### src/design/mma_pkg.sv
// ----------------------------------------------------------------------------
// mma_pkg: shared definitions for the multichannel moving average
// Sizes, derived widths, controller state type and the command/status
// bundles between controller and datapath.
// ----------------------------------------------------------------------------
package mma_pkg;

  // Configuration
  localparam int CHANNELS    = 8;
  localparam int WINDOW      = 16;
  localparam int SAMPLE_BITS = 10;

  // Fixed field widths of the channels
  localparam int CHAN_W   = 3;
  localparam int SAMPLE_W = 10;
  localparam int MEAN_W   = 10;

  // Derived widths
  localparam int SMP_W    = (SAMPLE_BITS < SAMPLE_W) ? SAMPLE_BITS : SAMPLE_W;
  localparam int CH_W     = (CHANNELS > 1) ? $clog2(CHANNELS) : 1;
  localparam int IDX_W    = $clog2(WINDOW);
  localparam int HELD_W   = $clog2(WINDOW + 1);
  localparam int SUM_W    = $clog2(WINDOW * ((1 << SMP_W) - 1) + 1);
  localparam int CNT_W    = $clog2(SUM_W);
  localparam int RAM_DEPTH = CHANNELS * WINDOW;
  localparam int RAM_AW   = $clog2(RAM_DEPTH);

  typedef enum logic [2:0] {
    ST_IDLE,
    ST_READ,
    ST_UPDATE,
    ST_DIV,
    ST_DONE
  } mma_state_t;

  typedef struct packed {
    logic capture;   // latch the accepted request
    logic update;    // write ring, update channel state, load divider
    logic div_step;  // one quotient bit
    logic load_out;  // move result into the output register
  } mma_cmd_t;

  typedef struct packed {
    logic bad_channel;  // channel outside the configured range
    logic div_last;     // final divide step this cycle
    logic out_busy;     // output register holds an untaken result
  } mma_status_t;

endpackage

### src/design/mma_if.sv
// ----------------------------------------------------------------------------
// mma_in_if / mma_out_if: request and result channels
// Valid/ready channels carrying the sample request and the mean result.
// ----------------------------------------------------------------------------
interface mma_in_if import mma_pkg::*; ();
  logic                valid;
  logic                ready;
  logic [CHAN_W-1:0]   channel;
  logic [SAMPLE_W-1:0] sample;

  modport source (output valid, output channel, output sample, input ready);
  modport sink   (input valid, input channel, input sample, output ready);
endinterface

interface mma_out_if import mma_pkg::*; ();
  logic              valid;
  logic              ready;
  logic [CHAN_W-1:0] channel_out;
  logic [MEAN_W-1:0] mean;
  logic              window_full;

  modport source (output valid, output channel_out, output mean, output window_full,
                  input ready);
  modport sink   (input valid, input channel_out, input mean, input window_full,
                  output ready);
endinterface

### src/design/mma_ram.sv
// ----------------------------------------------------------------------------
// mma_ram: generic single-write, single-read RAM
// One write port, one read port with registered read data.
// ----------------------------------------------------------------------------
module mma_ram #(
  parameter int WIDTH = 8,
  parameter int DEPTH = 16,
  localparam int AW   = (DEPTH > 1) ? $clog2(DEPTH) : 1
) (
  input  logic             clk,
  input  logic             we,
  input  logic [AW-1:0]    waddr,
  input  logic [WIDTH-1:0] wdata,
  input  logic [AW-1:0]    raddr,
  output logic [WIDTH-1:0] rdata
);

  logic [WIDTH-1:0] mem [DEPTH];

  always_ff @(posedge clk) begin
    if (we) begin
      mem[waddr] <= wdata;
    end
    rdata <= mem[raddr];
  end

endmodule

### src/design/mma_ctrl.sv
// ----------------------------------------------------------------------------
// mma_ctrl: request sequencer
// Steps one request through ring read, state update, divide and hand-off.
// ----------------------------------------------------------------------------
module mma_ctrl import mma_pkg::*; (
  input  logic        clk,
  input  logic        rst_n,
  input  logic        in_valid,
  output logic        in_ready,
  input  mma_status_t status,
  output mma_cmd_t    cmd
);

  mma_state_t state_r, state_nxt;

  always_ff @(posedge clk) begin
    if (!rst_n) begin
      state_r <= ST_IDLE;
    end else begin
      state_r <= state_nxt;
    end
  end

  always_comb begin
    state_nxt = state_r;
    cmd       = '0;
    in_ready  = 1'b0;
    unique case (state_r)
      ST_IDLE: begin
        in_ready = 1'b1;
        if (in_valid) begin
          cmd.capture = 1'b1;
          state_nxt   = ST_READ;
        end
      end
      ST_READ: begin
        // skip the update for a channel outside the range
        state_nxt = status.bad_channel ? ST_DONE : ST_UPDATE;
      end
      ST_UPDATE: begin
        cmd.update = 1'b1;
        state_nxt  = ST_DIV;
      end
      ST_DIV: begin
        cmd.div_step = 1'b1;
        if (status.div_last) begin
          state_nxt = ST_DONE;
        end
      end
      ST_DONE: begin
        if (!status.out_busy) begin
          cmd.load_out = 1'b1;
          state_nxt    = ST_IDLE;
        end
      end
      default: begin
        state_nxt = ST_IDLE;
      end
    endcase
  end

  a_accept_reads: assert property (@(posedge clk) disable iff (!rst_n)
    (in_valid && in_ready) |=> (state_r == ST_READ))
    else $error("accepted request did not start a ring read");

  a_bad_no_update: assert property (@(posedge clk) disable iff (!rst_n)
    (state_r == ST_READ && status.bad_channel) |=> !cmd.update && !cmd.div_step)
    else $error("out-of-range channel entered update or divide");

endmodule

### src/design/mma_dpath.sv
// ----------------------------------------------------------------------------
// mma_dpath: moving average datapath
// Per-channel sums and counters, sample ring, serial divider, output register.
// ----------------------------------------------------------------------------
module mma_dpath import mma_pkg::*; (
  input  logic                clk,
  input  logic                rst_n,
  input  logic [CHAN_W-1:0]   in_channel,
  input  logic [SAMPLE_W-1:0] in_sample,
  input  mma_cmd_t            cmd,
  output mma_status_t         status,
  output logic                out_valid,
  input  logic                out_ready,
  output logic [CHAN_W-1:0]   out_channel_out,
  output logic [MEAN_W-1:0]   out_mean,
  output logic                out_window_full
);

  // captured request
  logic [CHAN_W-1:0] ch_r;
  logic [SMP_W-1:0]  sample_r;
  logic              bad_r;

  // per-channel state
  logic [SUM_W-1:0]  sum_r  [CHANNELS];
  logic [IDX_W-1:0]  widx_r [CHANNELS];
  logic [HELD_W-1:0] held_r [CHANNELS];
  logic              full_r [CHANNELS];

  // divider
  logic [SUM_W-1:0]  quot_r, quot_nxt;
  logic [HELD_W-1:0] rem_r, rem_nxt;
  logic [HELD_W-1:0] divisor_r;
  logic [CNT_W-1:0]  cnt_r;
  logic              wfull_r;

  // output register
  logic              out_valid_r, out_valid_nxt;
  logic [CHAN_W-1:0] out_ch_r;
  logic [MEAN_W-1:0] out_mean_r;
  logic              out_full_r;

  logic [CH_W-1:0]   ch_idx;
  logic [IDX_W-1:0]  idx_cur, idx_nxt;
  logic [HELD_W-1:0] held_cur, held_nxt;
  logic              filled;
  logic [SUM_W-1:0]  sum_nxt;
  logic [RAM_AW-1:0] ram_addr;
  logic [SMP_W-1:0]  oldest;
  logic [HELD_W:0]   trial;
  logic              qbit;

  assign ch_idx   = CH_W'(ch_r);
  assign idx_cur  = widx_r[ch_idx];
  assign held_cur = held_r[ch_idx];
  assign filled   = (held_cur == HELD_W'(WINDOW));
  assign idx_nxt  = (idx_cur == IDX_W'(WINDOW - 1)) ? '0 : idx_cur + 1'b1;
  assign held_nxt = filled ? held_cur : held_cur + 1'b1;
  assign sum_nxt  = sum_r[ch_idx] - (filled ? SUM_W'(oldest) : '0) + SUM_W'(sample_r);
  assign ram_addr = RAM_AW'(ch_idx) * RAM_AW'(WINDOW) + RAM_AW'(idx_cur);

  mma_ram #(.WIDTH(SMP_W), .DEPTH(RAM_DEPTH)) u_ring (
    .clk   (clk),
    .we    (cmd.update),
    .waddr (ram_addr),
    .wdata (sample_r),
    .raddr (ram_addr),
    .rdata (oldest)
  );

  // restoring divide step: bring down the next dividend bit
  assign trial    = {rem_r, quot_r[SUM_W-1]};
  assign qbit     = (trial >= {1'b0, divisor_r});
  assign rem_nxt  = qbit ? HELD_W'(trial - {1'b0, divisor_r}) : HELD_W'(trial);
  assign quot_nxt = {quot_r[SUM_W-2:0], qbit};

  always_ff @(posedge clk) begin
    if (cmd.capture) begin
      ch_r     <= in_channel;
      sample_r <= in_sample[SMP_W-1:0];
      bad_r    <= (32'(in_channel) >= CHANNELS);
    end
    if (cmd.update) begin
      quot_r    <= sum_nxt;
      rem_r     <= '0;
      divisor_r <= held_nxt;
      wfull_r   <= full_r[ch_idx] | filled;
    end else if (cmd.div_step) begin
      quot_r <= quot_nxt;
      rem_r  <= rem_nxt;
    end
    if (cmd.load_out) begin
      out_ch_r   <= ch_r;
      out_mean_r <= bad_r ? '0 : MEAN_W'(quot_r[SMP_W-1:0]);
      out_full_r <= bad_r ? 1'b0 : wfull_r;
    end
  end

  always_ff @(posedge clk) begin
    if (!rst_n) begin
      for (int i = 0; i < CHANNELS; i++) begin
        sum_r[i]  <= '0;
        widx_r[i] <= '0;
        held_r[i] <= '0;
        full_r[i] <= 1'b0;
      end
    end else if (cmd.update) begin
      sum_r[ch_idx]  <= sum_nxt;
      widx_r[ch_idx] <= idx_nxt;
      held_r[ch_idx] <= held_nxt;
      full_r[ch_idx] <= full_r[ch_idx] | filled;
    end
  end

  always_ff @(posedge clk) begin
    if (!rst_n) begin
      cnt_r <= '0;
    end else if (cmd.update) begin
      cnt_r <= '0;
    end else if (cmd.div_step) begin
      cnt_r <= cnt_r + 1'b1;
    end
  end

  assign out_valid_nxt = cmd.load_out ? 1'b1 : (out_ready ? 1'b0 : out_valid_r);

  always_ff @(posedge clk) begin
    if (!rst_n) begin
      out_valid_r <= 1'b0;
    end else begin
      out_valid_r <= out_valid_nxt;
    end
  end

  assign status.bad_channel = bad_r;
  assign status.div_last    = (cnt_r == CNT_W'(SUM_W - 1));
  assign status.out_busy    = out_valid_r & ~out_ready;

  assign out_valid       = out_valid_r;
  assign out_channel_out = out_ch_r;
  assign out_mean        = out_mean_r;
  assign out_window_full = out_full_r;

  a_no_overwrite: assert property (@(posedge clk) disable iff (!rst_n)
    cmd.load_out |-> (!out_valid_r || out_ready))
    else $error("result register overwritten before it was taken");

  a_divisor_nonzero: assert property (@(posedge clk) disable iff (!rst_n)
    cmd.div_step |-> (divisor_r != '0))
    else $error("divide step with zero divisor");

  a_held_bound: assert property (@(posedge clk) disable iff (!rst_n)
    (cmd.update && !bad_r) |-> (held_cur <= HELD_W'(WINDOW)))
    else $error("sample count exceeds the window");

endmodule

### src/design/multichannel_moving_average_core.sv
// ----------------------------------------------------------------------------
// multichannel_moving_average_core: per-channel moving average of samples
// Top level joining the request sequencer and the averaging datapath.
// ----------------------------------------------------------------------------
// Usage:
//   Each request on in_stream carries a channel number and a raw converter
//   sample. Every request produces exactly one result on out_stream: the
//   channel, the truncated mean of the samples held for that channel (up to
//   WINDOW of them), and a flag that is set once the window has wrapped.
//   Both channels are valid/ready; a request moves on valid and ready high.
//
// Sequence:
//   A request goes from accept to its result on out_stream through the ring
//   read, the state update, the bit-serial divider and the hand-off. A new
//   request is taken only once the previous one has been handed off and the
//   sequencer is back in idle.
//
// Reset and stalls:
//   Reset (rst_n low, synchronous) clears all sums, counters, write indexes
//   and full flags; the sample ring needs no clearing since an entry is used
//   only after it has been written. A stalled receiver holds the result in
//   the output register while the next request is taken and processed; that
//   request then waits in its last step until the register frees up.
// ----------------------------------------------------------------------------
module multichannel_moving_average_core import mma_pkg::*; (
  input  logic       clk,
  input  logic       rst_n,
  mma_in_if.sink     in_stream,
  mma_out_if.source  out_stream
);

  mma_cmd_t    cmd;
  mma_status_t status;

  // sequence each request: read ring, update, divide, hand off
  mma_ctrl u_ctrl (
    .clk      (clk),
    .rst_n    (rst_n),
    .in_valid (in_stream.valid),
    .in_ready (in_stream.ready),
    .status   (status),
    .cmd      (cmd)
  );

  // hold channel state, the sample ring, the divider and the output register
  mma_dpath u_dpath (
    .clk             (clk),
    .rst_n           (rst_n),
    .in_channel      (in_stream.channel),
    .in_sample       (in_stream.sample),
    .cmd             (cmd),
    .status          (status),
    .out_valid       (out_stream.valid),
    .out_ready       (out_stream.ready),
    .out_channel_out (out_stream.channel_out),
    .out_mean        (out_stream.mean),
    .out_window_full (out_stream.window_full)
  );

endmodule
### src/flat_wrapper.sv
// flat-port wrapper written by rule: the top's interface ports become plain ports
module multichannel_moving_average_core_flat import mma_pkg::*;
  (clk, rst_n, in_stream_valid, in_stream_channel, in_stream_sample, in_stream_ready, out_stream_valid, out_stream_channel_out, out_stream_mean, out_stream_window_full, out_stream_ready);
  mma_in_if in_stream_i ();
  mma_out_if out_stream_i ();
  input  logic clk;
  input  logic rst_n;
  input wire logic [$bits(in_stream_i.valid)-1:0] in_stream_valid;
  input wire logic [$bits(in_stream_i.channel)-1:0] in_stream_channel;
  input wire logic [$bits(in_stream_i.sample)-1:0] in_stream_sample;
  output wire logic [$bits(in_stream_i.ready)-1:0] in_stream_ready;
  output wire logic [$bits(out_stream_i.valid)-1:0] out_stream_valid;
  output wire logic [$bits(out_stream_i.channel_out)-1:0] out_stream_channel_out;
  output wire logic [$bits(out_stream_i.mean)-1:0] out_stream_mean;
  output wire logic [$bits(out_stream_i.window_full)-1:0] out_stream_window_full;
  input wire logic [$bits(out_stream_i.ready)-1:0] out_stream_ready;
  assign in_stream_i.valid = in_stream_valid;
  assign in_stream_i.channel = in_stream_channel;
  assign in_stream_i.sample = in_stream_sample;
  assign in_stream_ready = in_stream_i.ready;
  assign out_stream_valid = out_stream_i.valid;
  assign out_stream_channel_out = out_stream_i.channel_out;
  assign out_stream_mean = out_stream_i.mean;
  assign out_stream_window_full = out_stream_i.window_full;
  assign out_stream_i.ready = out_stream_ready;
  multichannel_moving_average_core u_core (.clk(clk), .rst_n(rst_n), .in_stream(in_stream_i), .out_stream(out_stream_i));
endmodule
### config.mk
export PLATFORM = sky130hd
export DESIGN_NAME = multichannel_moving_average_core_flat
export DESIGN_NICKNAME = d
export VERILOG_FILES = /design/src/design/mma_pkg.sv /design/src/design/mma_if.sv /design/src/design/mma_ram.sv /design/src/design/mma_ctrl.sv /design/src/design/mma_dpath.sv /design/src/design/multichannel_moving_average_core.sv /design/src/flat_wrapper.sv
export SDC_FILE = /design/constraint.sdc
export NUM_CORES = 2
export LEC_CHECK = 0
export BUFFER_PORTS_ARGS = -buffer_cell sky130_fd_sc_hd__buf_2
export CAP_MARGIN = 15
export CORE_MARGIN = 8
export CORE_UTILIZATION = 50
export DETAILED_ROUTE_END_ITERATION = 10
export MAX_ROUTING_LAYER = met4
export PLACE_DENSITY = 0.74
export SKIP_LAST_GASP = 1
export SYNTH_ARGS = -nofsm -noshare
export SYNTH_HDL_FRONTEND = slang
export SYNTH_SLANG_ARGS = --single-unit
### constraint.sdc
create_clock -name clk -period 7.3 [get_ports clk]
set_input_delay 1.095 -clock clk [delete_from_list [all_inputs] [get_ports clk]]
set_output_delay 1.095 -clock clk [all_outputs]
set_load 0.02 [all_outputs]
Yosys cells after proc, flatten, opt, wreduce, memory -nomap -nowiden
Memory sizes are Yosys's and may differ from the RTL's. A register that Yosys moved wholly into a read port is not among the register bits.
Index checks and enable logic that the tools add are counted.
- add/sub/neg operators: 7
- order comparisons: 1
- equal/unequal tests: 10
- mux-type cells: 40
- bitwise operators: 4
- reductions and logical operators: 9
- operators with widths (cell ; count):
    $mux 14 ; 3
    $mux 3 ; 11
    $mux 1 ; 19
    $mux 5 ; 3
    $pmux 3 s5 ; 1
    $add 14x10->14 ; 1
    $reduce_or 14->1 ; 1
    $sub 14x10->14 ; 1
    $mux 10 ; 1
    $add 4x1->4 const B ; 2
    $eq 4x4->1 const B ; 2
    $mux 4 ; 2
    $add 7x4->7 ; 1
    $eq 3x2->1 const B ; 2
    $ge 6x5->1 ; 1
    $add 5x1->5 const B ; 1
    $eq 5x5->1 const B ; 1
    $reduce_or 5->1 ; 1
    $sub 5x5->5 ; 1
    $ne 2x2->1 const B ; 2
    $reduce_bool 2->1 ; 2
    $reduce_or 4->1 ; 1
    $eq 3x1->1 const B ; 1
    $eq 3x3->1 const B ; 1
    8 further kinds ; 9
- bits in registers: 60
- RAM bits: 1472
- memories: 5
- memory list (memory ; depth ; width ; rd ports ; clocked after Yosys merged registers in ; write ports ; line ; RTL):
    u_core.u_dpath.u_ring.mem ; 128 ; 10 ; 1 ; 1 ; 1 ; mma_ram.sv:18 ; logic [WIDTH-1:0] mem [DEPTH];
    u_core.u_dpath.sum_r ; 8 ; 14 ; 1 ; 1 ; 8 ; mma_dpath.sv:25 ; logic [SUM_W-1:0] sum_r [CHANNELS];
    u_core.u_dpath.held_r ; 8 ; 5 ; 1 ; 1 ; 8 ; mma_dpath.sv:27 ; logic [HELD_W-1:0] held_r [CHANNELS];
    u_core.u_dpath.widx_r ; 8 ; 4 ; 1 ; 1 ; 8 ; mma_dpath.sv:26 ; logic [IDX_W-1:0] widx_r [CHANNELS];
    u_core.u_dpath.full_r ; 8 ; 1 ; 1 ; 1 ; 8 ; mma_dpath.sv:28 ; logic full_r [CHANNELS];

Logic depth before layout (Yosys ltp)
- word-level depth: 7
- gate-level depth with buffers: 24
- mapped depth without buffers: 19

By module
Synthesis repeated with hierarchy kept, for this count alone.
- cells, all modules: 2883
- area, all modules: 61347.6 um2
- modules (own cells, without submodules) (module ; instances ; cells each ; area each (um2) ; seq. area each (um2)):
    mma_ram ; 1 ; 1998 ; 49354.8 ; 38637.1
    mma_dpath ; 1 ; 866 ; 11803.8 ; 7357.1
    mma_ctrl ; 1 ; 19 ; 188.9 ; 60.1

Worst setup path before layout
No wires, ideal clock.
- path kind: reg-to-reg
- start: register (tool-made name)
- end: register u_core.u_dpath.quot_r[13] (data pin)
- arrival: 5030 ps
- path slack: 1994 ps
- stages on the path, launching flop included: 22
- path through: dfxtp_1 buf_4 buf_4 buf_4 mux4_2 mux2i_1 ha_1 and4b_1 clkbuf_1 and2_1 fa_1 inv_1 ha_1 a21o_1 a21oi_1 o21ai_0 a21oi_1 o21ai_0 a211oi_1 o31ai_1 xnor2_1 o21ai_0
- RTL lines (element ; line ; RTL):
    end signal, assigned ; mma_dpath.sv:84 ; quot_r <= sum_nxt;
    end signal, assigned ; mma_dpath.sv:89 ; quot_r <= quot_nxt;
    end, declared ; mma_dpath.sv:31 ; logic [SUM_W-1:0] quot_r, quot_nxt;

==> flow_metrics.env <==
export IMPL_netlist_top_cells_area="edfxtp_1 (72%), nand2_1 (7.7%), nand3_1 (3.2%)"
export IMPL_p_comb_share_pct=16.3
export IMPL_path_max_fanout=20
export IMPL_path_buf_inv=2
export IMPL_holdBufCountCts=0
export IMPL_slowest_delay_ps=610
export IMPL_endpoint_kind="flop"
export IMPL_p_switching_mw=5.945
export IMPL_ioPinCount=33
export IMPL_crit_chain="buf_4 -> mux4_2 -> mux2i_1 -> and4b_1 -> and2_1 -> fa_1 -> inv_1 -> ha_1 -> a21o_1 -> a21oi_1 -> o21ai_0 -> a21oi_1 -> o21ai_0 -> a211oi_1 -> o31ai_1 -> xnor2_1 -> nor2_1"
export IMPL_grt_pass1_wl_um=236500
export IMPL_cts_setup_buffers=0
export IMPL_p_leak_nw=23.74
export IMPL_clock_sinks=1545
export IMPL_p_clk_share_pct=35.9
export IMPL_h_tree_depth=4
export IMPL_period_minus_slack_ps=5921
export IMPL_via_per_inst=6.056
export IMPL_n_fill_cell=9665
export IMPL_r2r_cells=17
export IMPL_wire_per_inst_um=24.29
export IMPL_yosysSeqAreaShare_pct=73.27
export IMPL_setup_worst_path_start_class="flop"
export IMPL_min_path_cells=0
export IMPL_clk_insertion_delay_late_ps=780
export IMPL_clock_path_buffers=3
export IMPL_critPathArrivalTime_ps=6380
export IMPL_whs_endpoint="u_core.u_dpath.out_window_full"
export IMPL_synth_distinct_cells=59
export IMPL_initial_core_util_pct=50.19
export IMPL_power_density_nw_per_um2=302.0
export IMPL_post_place_ws_ps=1411
export IMPL_fin_crit_sh_pct=81.11
export IMPL_synth_edf_count=1511
export IMPL_drive_above_1_share_pct=9.054
export IMPL_slew_headroom_pct=18.59
export IMPL_die_h_um=370.6
export IMPL_internal_power_mw=15.01
export IMPL_cts_root_buf="clkbuf_16"
export IMPL_layout_cells_most_common="edfxtp_1"
export IMPL_maxSlewViolCount=0
export IMPL_synth_top_area_share_pct=72.18
export IMPL_antenna_found_initial=6
export IMPL_post_route_util_pct=55.41
export IMPL_grt_max_degree=166
export IMPL_drc=0
export IMPL_hpwl_um=90210
export IMPL_yosys_warnings=0
export IMPL_rsz0062_at_grt="no"
export IMPL_hold_viol_final=0
export IMPL_antenna_left=0
export IMPL_drv_cap=0
export IMPL_grt_total_usage_pct=23.20
export IMPL_synth_flop_cell="edfxtp_1"
export IMPL_yosys_area_top_type="edfxtp_1"
export IMPL_critPathKind="reg2reg"
export IMPL_coreArea_um2=125200
export IMPL_critPathTopFamily="compound AO/OA/AOI/OAI gates"
export IMPL_nets=4798
export IMPL_dieWidth_um=370.6
export IMPL_r2r_end="u_core.u_dpath.sum_r[0][13]"
export IMPL_hold_class="reg2reg"
export IMPL_row_count=130
export IMPL_setup_violations_final=0
export IMPL_syn_inst=4765
export IMPL_layout_common_cells="edfxtp_1 (1511), nand2_1 (1283), nand3_1 (403), nor2_1 (329), clkbuf_16 (154)"
export IMPL_drt_total_wl_um=158500
export IMPL_syn_nets=4817
export IMPL_ctsResizeCount=0
export IMPL_grt_ovfl_total=0
export IMPL_drtPass1Iterations=7
export IMPL_worst_slew_pin_slew_ps=1221
export IMPL_cp_required_ps=7760
export IMPL_irDropWorstVdd_v=0.0002772
export IMPL_crit_path_top_delay_cell="dfxtp_4"
export IMPL_rrSetupSlack_ps=1380
export IMPL_avgSynthCellArea_um2=13.19
export IMPL_portBuffers=32
export IMPL_setup_ws_ps=1379
export IMPL_tns_ps=0
export IMPL_skew_ps=52.41
export IMPL_swShare_pct=28.37
export IMPL_vias=39522
export IMPL_async_reset_ff_share_pct=0
export IMPL_cts_tree="yes"
export IMPL_syn_area_um2=62860
export IMPL_place_congestion=0.8653
export IMPL_die_area_um2=137300
export IMPL_cts_buffers=153
export IMPL_holdCritStartpoint="u_core.u_dpath.wfull_r"
export IMPL_status="completed"
export IMPL_grt_pass1_vias=38026
export IMPL_synth_seq_cells=1545
export IMPL_path_clk_slew_ps=60
export IMPL_drtIter0Drc=5335
export IMPL_pwr_share_seq_pct=47.8
export IMPL_fmax_ghz=0.1689
export IMPL_syn_to_final_growth_pct=10.40
==> logic make-up after synthesis <==
group                      after synthesis  synth area share (%)
and+or+nand+nor                       2287                 15.58
DFF                                   1545                 73.27
AOI/OAI and AO/OA                      417                 4.516
buffers and inverters                  366                 2.620
muxes                                   94                 2.882
adders and majority gates               35                0.8281
xor gates and xnor gates                21                0.3046
==> state kept, by name, indices dropped and copies added (netlist names), 3 cells and up, named ones only <==
register / cells
u_core.u_dpath.u_ring.mem: 1280
u_core.u_dpath.widx_r: 32
u_core.u_dpath.sample_r: 10
u_core.u_ctrl.state_r: 3
u_core.u_dpath.held_r: 40
u_core.u_dpath.ch_idx: 3
u_core.u_dpath.u_ring.rdata: 10
u_core.u_dpath.out_mean: 10
u_core.u_dpath.sum_r: 112
u_core.u_dpath.cnt_r: 4
u_core.u_dpath.rem_r: 5
u_core.u_dpath.full_r: 8
u_core.u_dpath.out_channel_out: 3
u_core.u_dpath.quot_r: 14
u_core.u_dpath.divisor_r: 5
==> power groups by stage <==
stage	Clock [mW]	Sequential (mW)	Combinational [mW]
after floorplan	0	10.2	2.25
after global placement	0	10.2	3.31
after detailed placement	0	10.2	3.37
after CTS	7.57	10.0	3.38
after global routing	7.92	10.0	3.68
final	7.52	10.0	3.42
==> cell type report <==
type                    instances  area [um^2]  area share (%)
multi-input cells            2854        15190           21.89
diodes                          5        12.51         0.01803
inverters                      57        222.7          0.3209
well taps                    1650         2064           2.975
clock buffers                 190         4009           5.777
clock inverters                90        774.5           1.116
repair buffers                135         1059           1.525
flip-flops and latches       1545        46060           66.38
==> per-layer routing <==
layer | track usage, % | routed length (um)
met2 | 35.99 | 75280
met5 | - | 0
met4 | 9.438 | 6492
met3 | 4.861 | 16810
met1 | 30.06 | 59940
==> worst max path at each step <==
stage | from | end | slack [ps] | depth (start not counted)
final | flop | u_core.u_dpath.sum_r[0][13] | 1380 | 17
after global routing | flop | u_core.u_dpath.sum_r[6][13] | 1010 | 17
after CTS | flop | u_core.u_dpath.sum_r[0][13] | 1360 | 17
after detailed placement | flop | u_core.u_dpath.quot_r[13] | 1410 | 17
after global placement | flop | u_core.u_dpath.quot_r[13] | 1480 | 17
after floorplan | flop | u_core.u_dpath.quot_r[13] | 1990 | 21
==> cells in the mapped netlist (all sizes together) (2+ instances only) <==
master and number:
o21a 3, or3 3, edfxtp 1511, ha 24
a31oi 97, nor3 34, clkbuf 129, fa 11
a211oi 3, a31o 2, xor2 6, nor4 9
a21boi 4, o31ai 2, a221oi 18, a311o 2
o22ai 2, a21o 5, nand2b 7, nand2 1284
nor2b 7, a311oi 79, dfxtp 34, nand4 36
a32oi 31, and3 151, o21ai 72, nor2 333
o2111ai 19, mux2 6, nand4b 2, nand3 403
buf 180, inv 57, mux2i 22, a21oi 73
mux4 66, and2 15, xnor2 15
==> stage by stage <==
stage	power, mW	hold WS (ps)	std cells	instance area [um^2]
3_5_place_dp	13.56	414.6	6239	64580
5_1_grt	21.61	450.0	6525	69390
6_report	20.95	428.7	6526	69390
2_1_floorplan	12.45	400.3	4765	62860
4_1_cts	20.96	429.0	6519	69370
3_3_place_gp	13.49	409.3	6239	64580
Note: power is estimated with default switching activity, not from simulation.
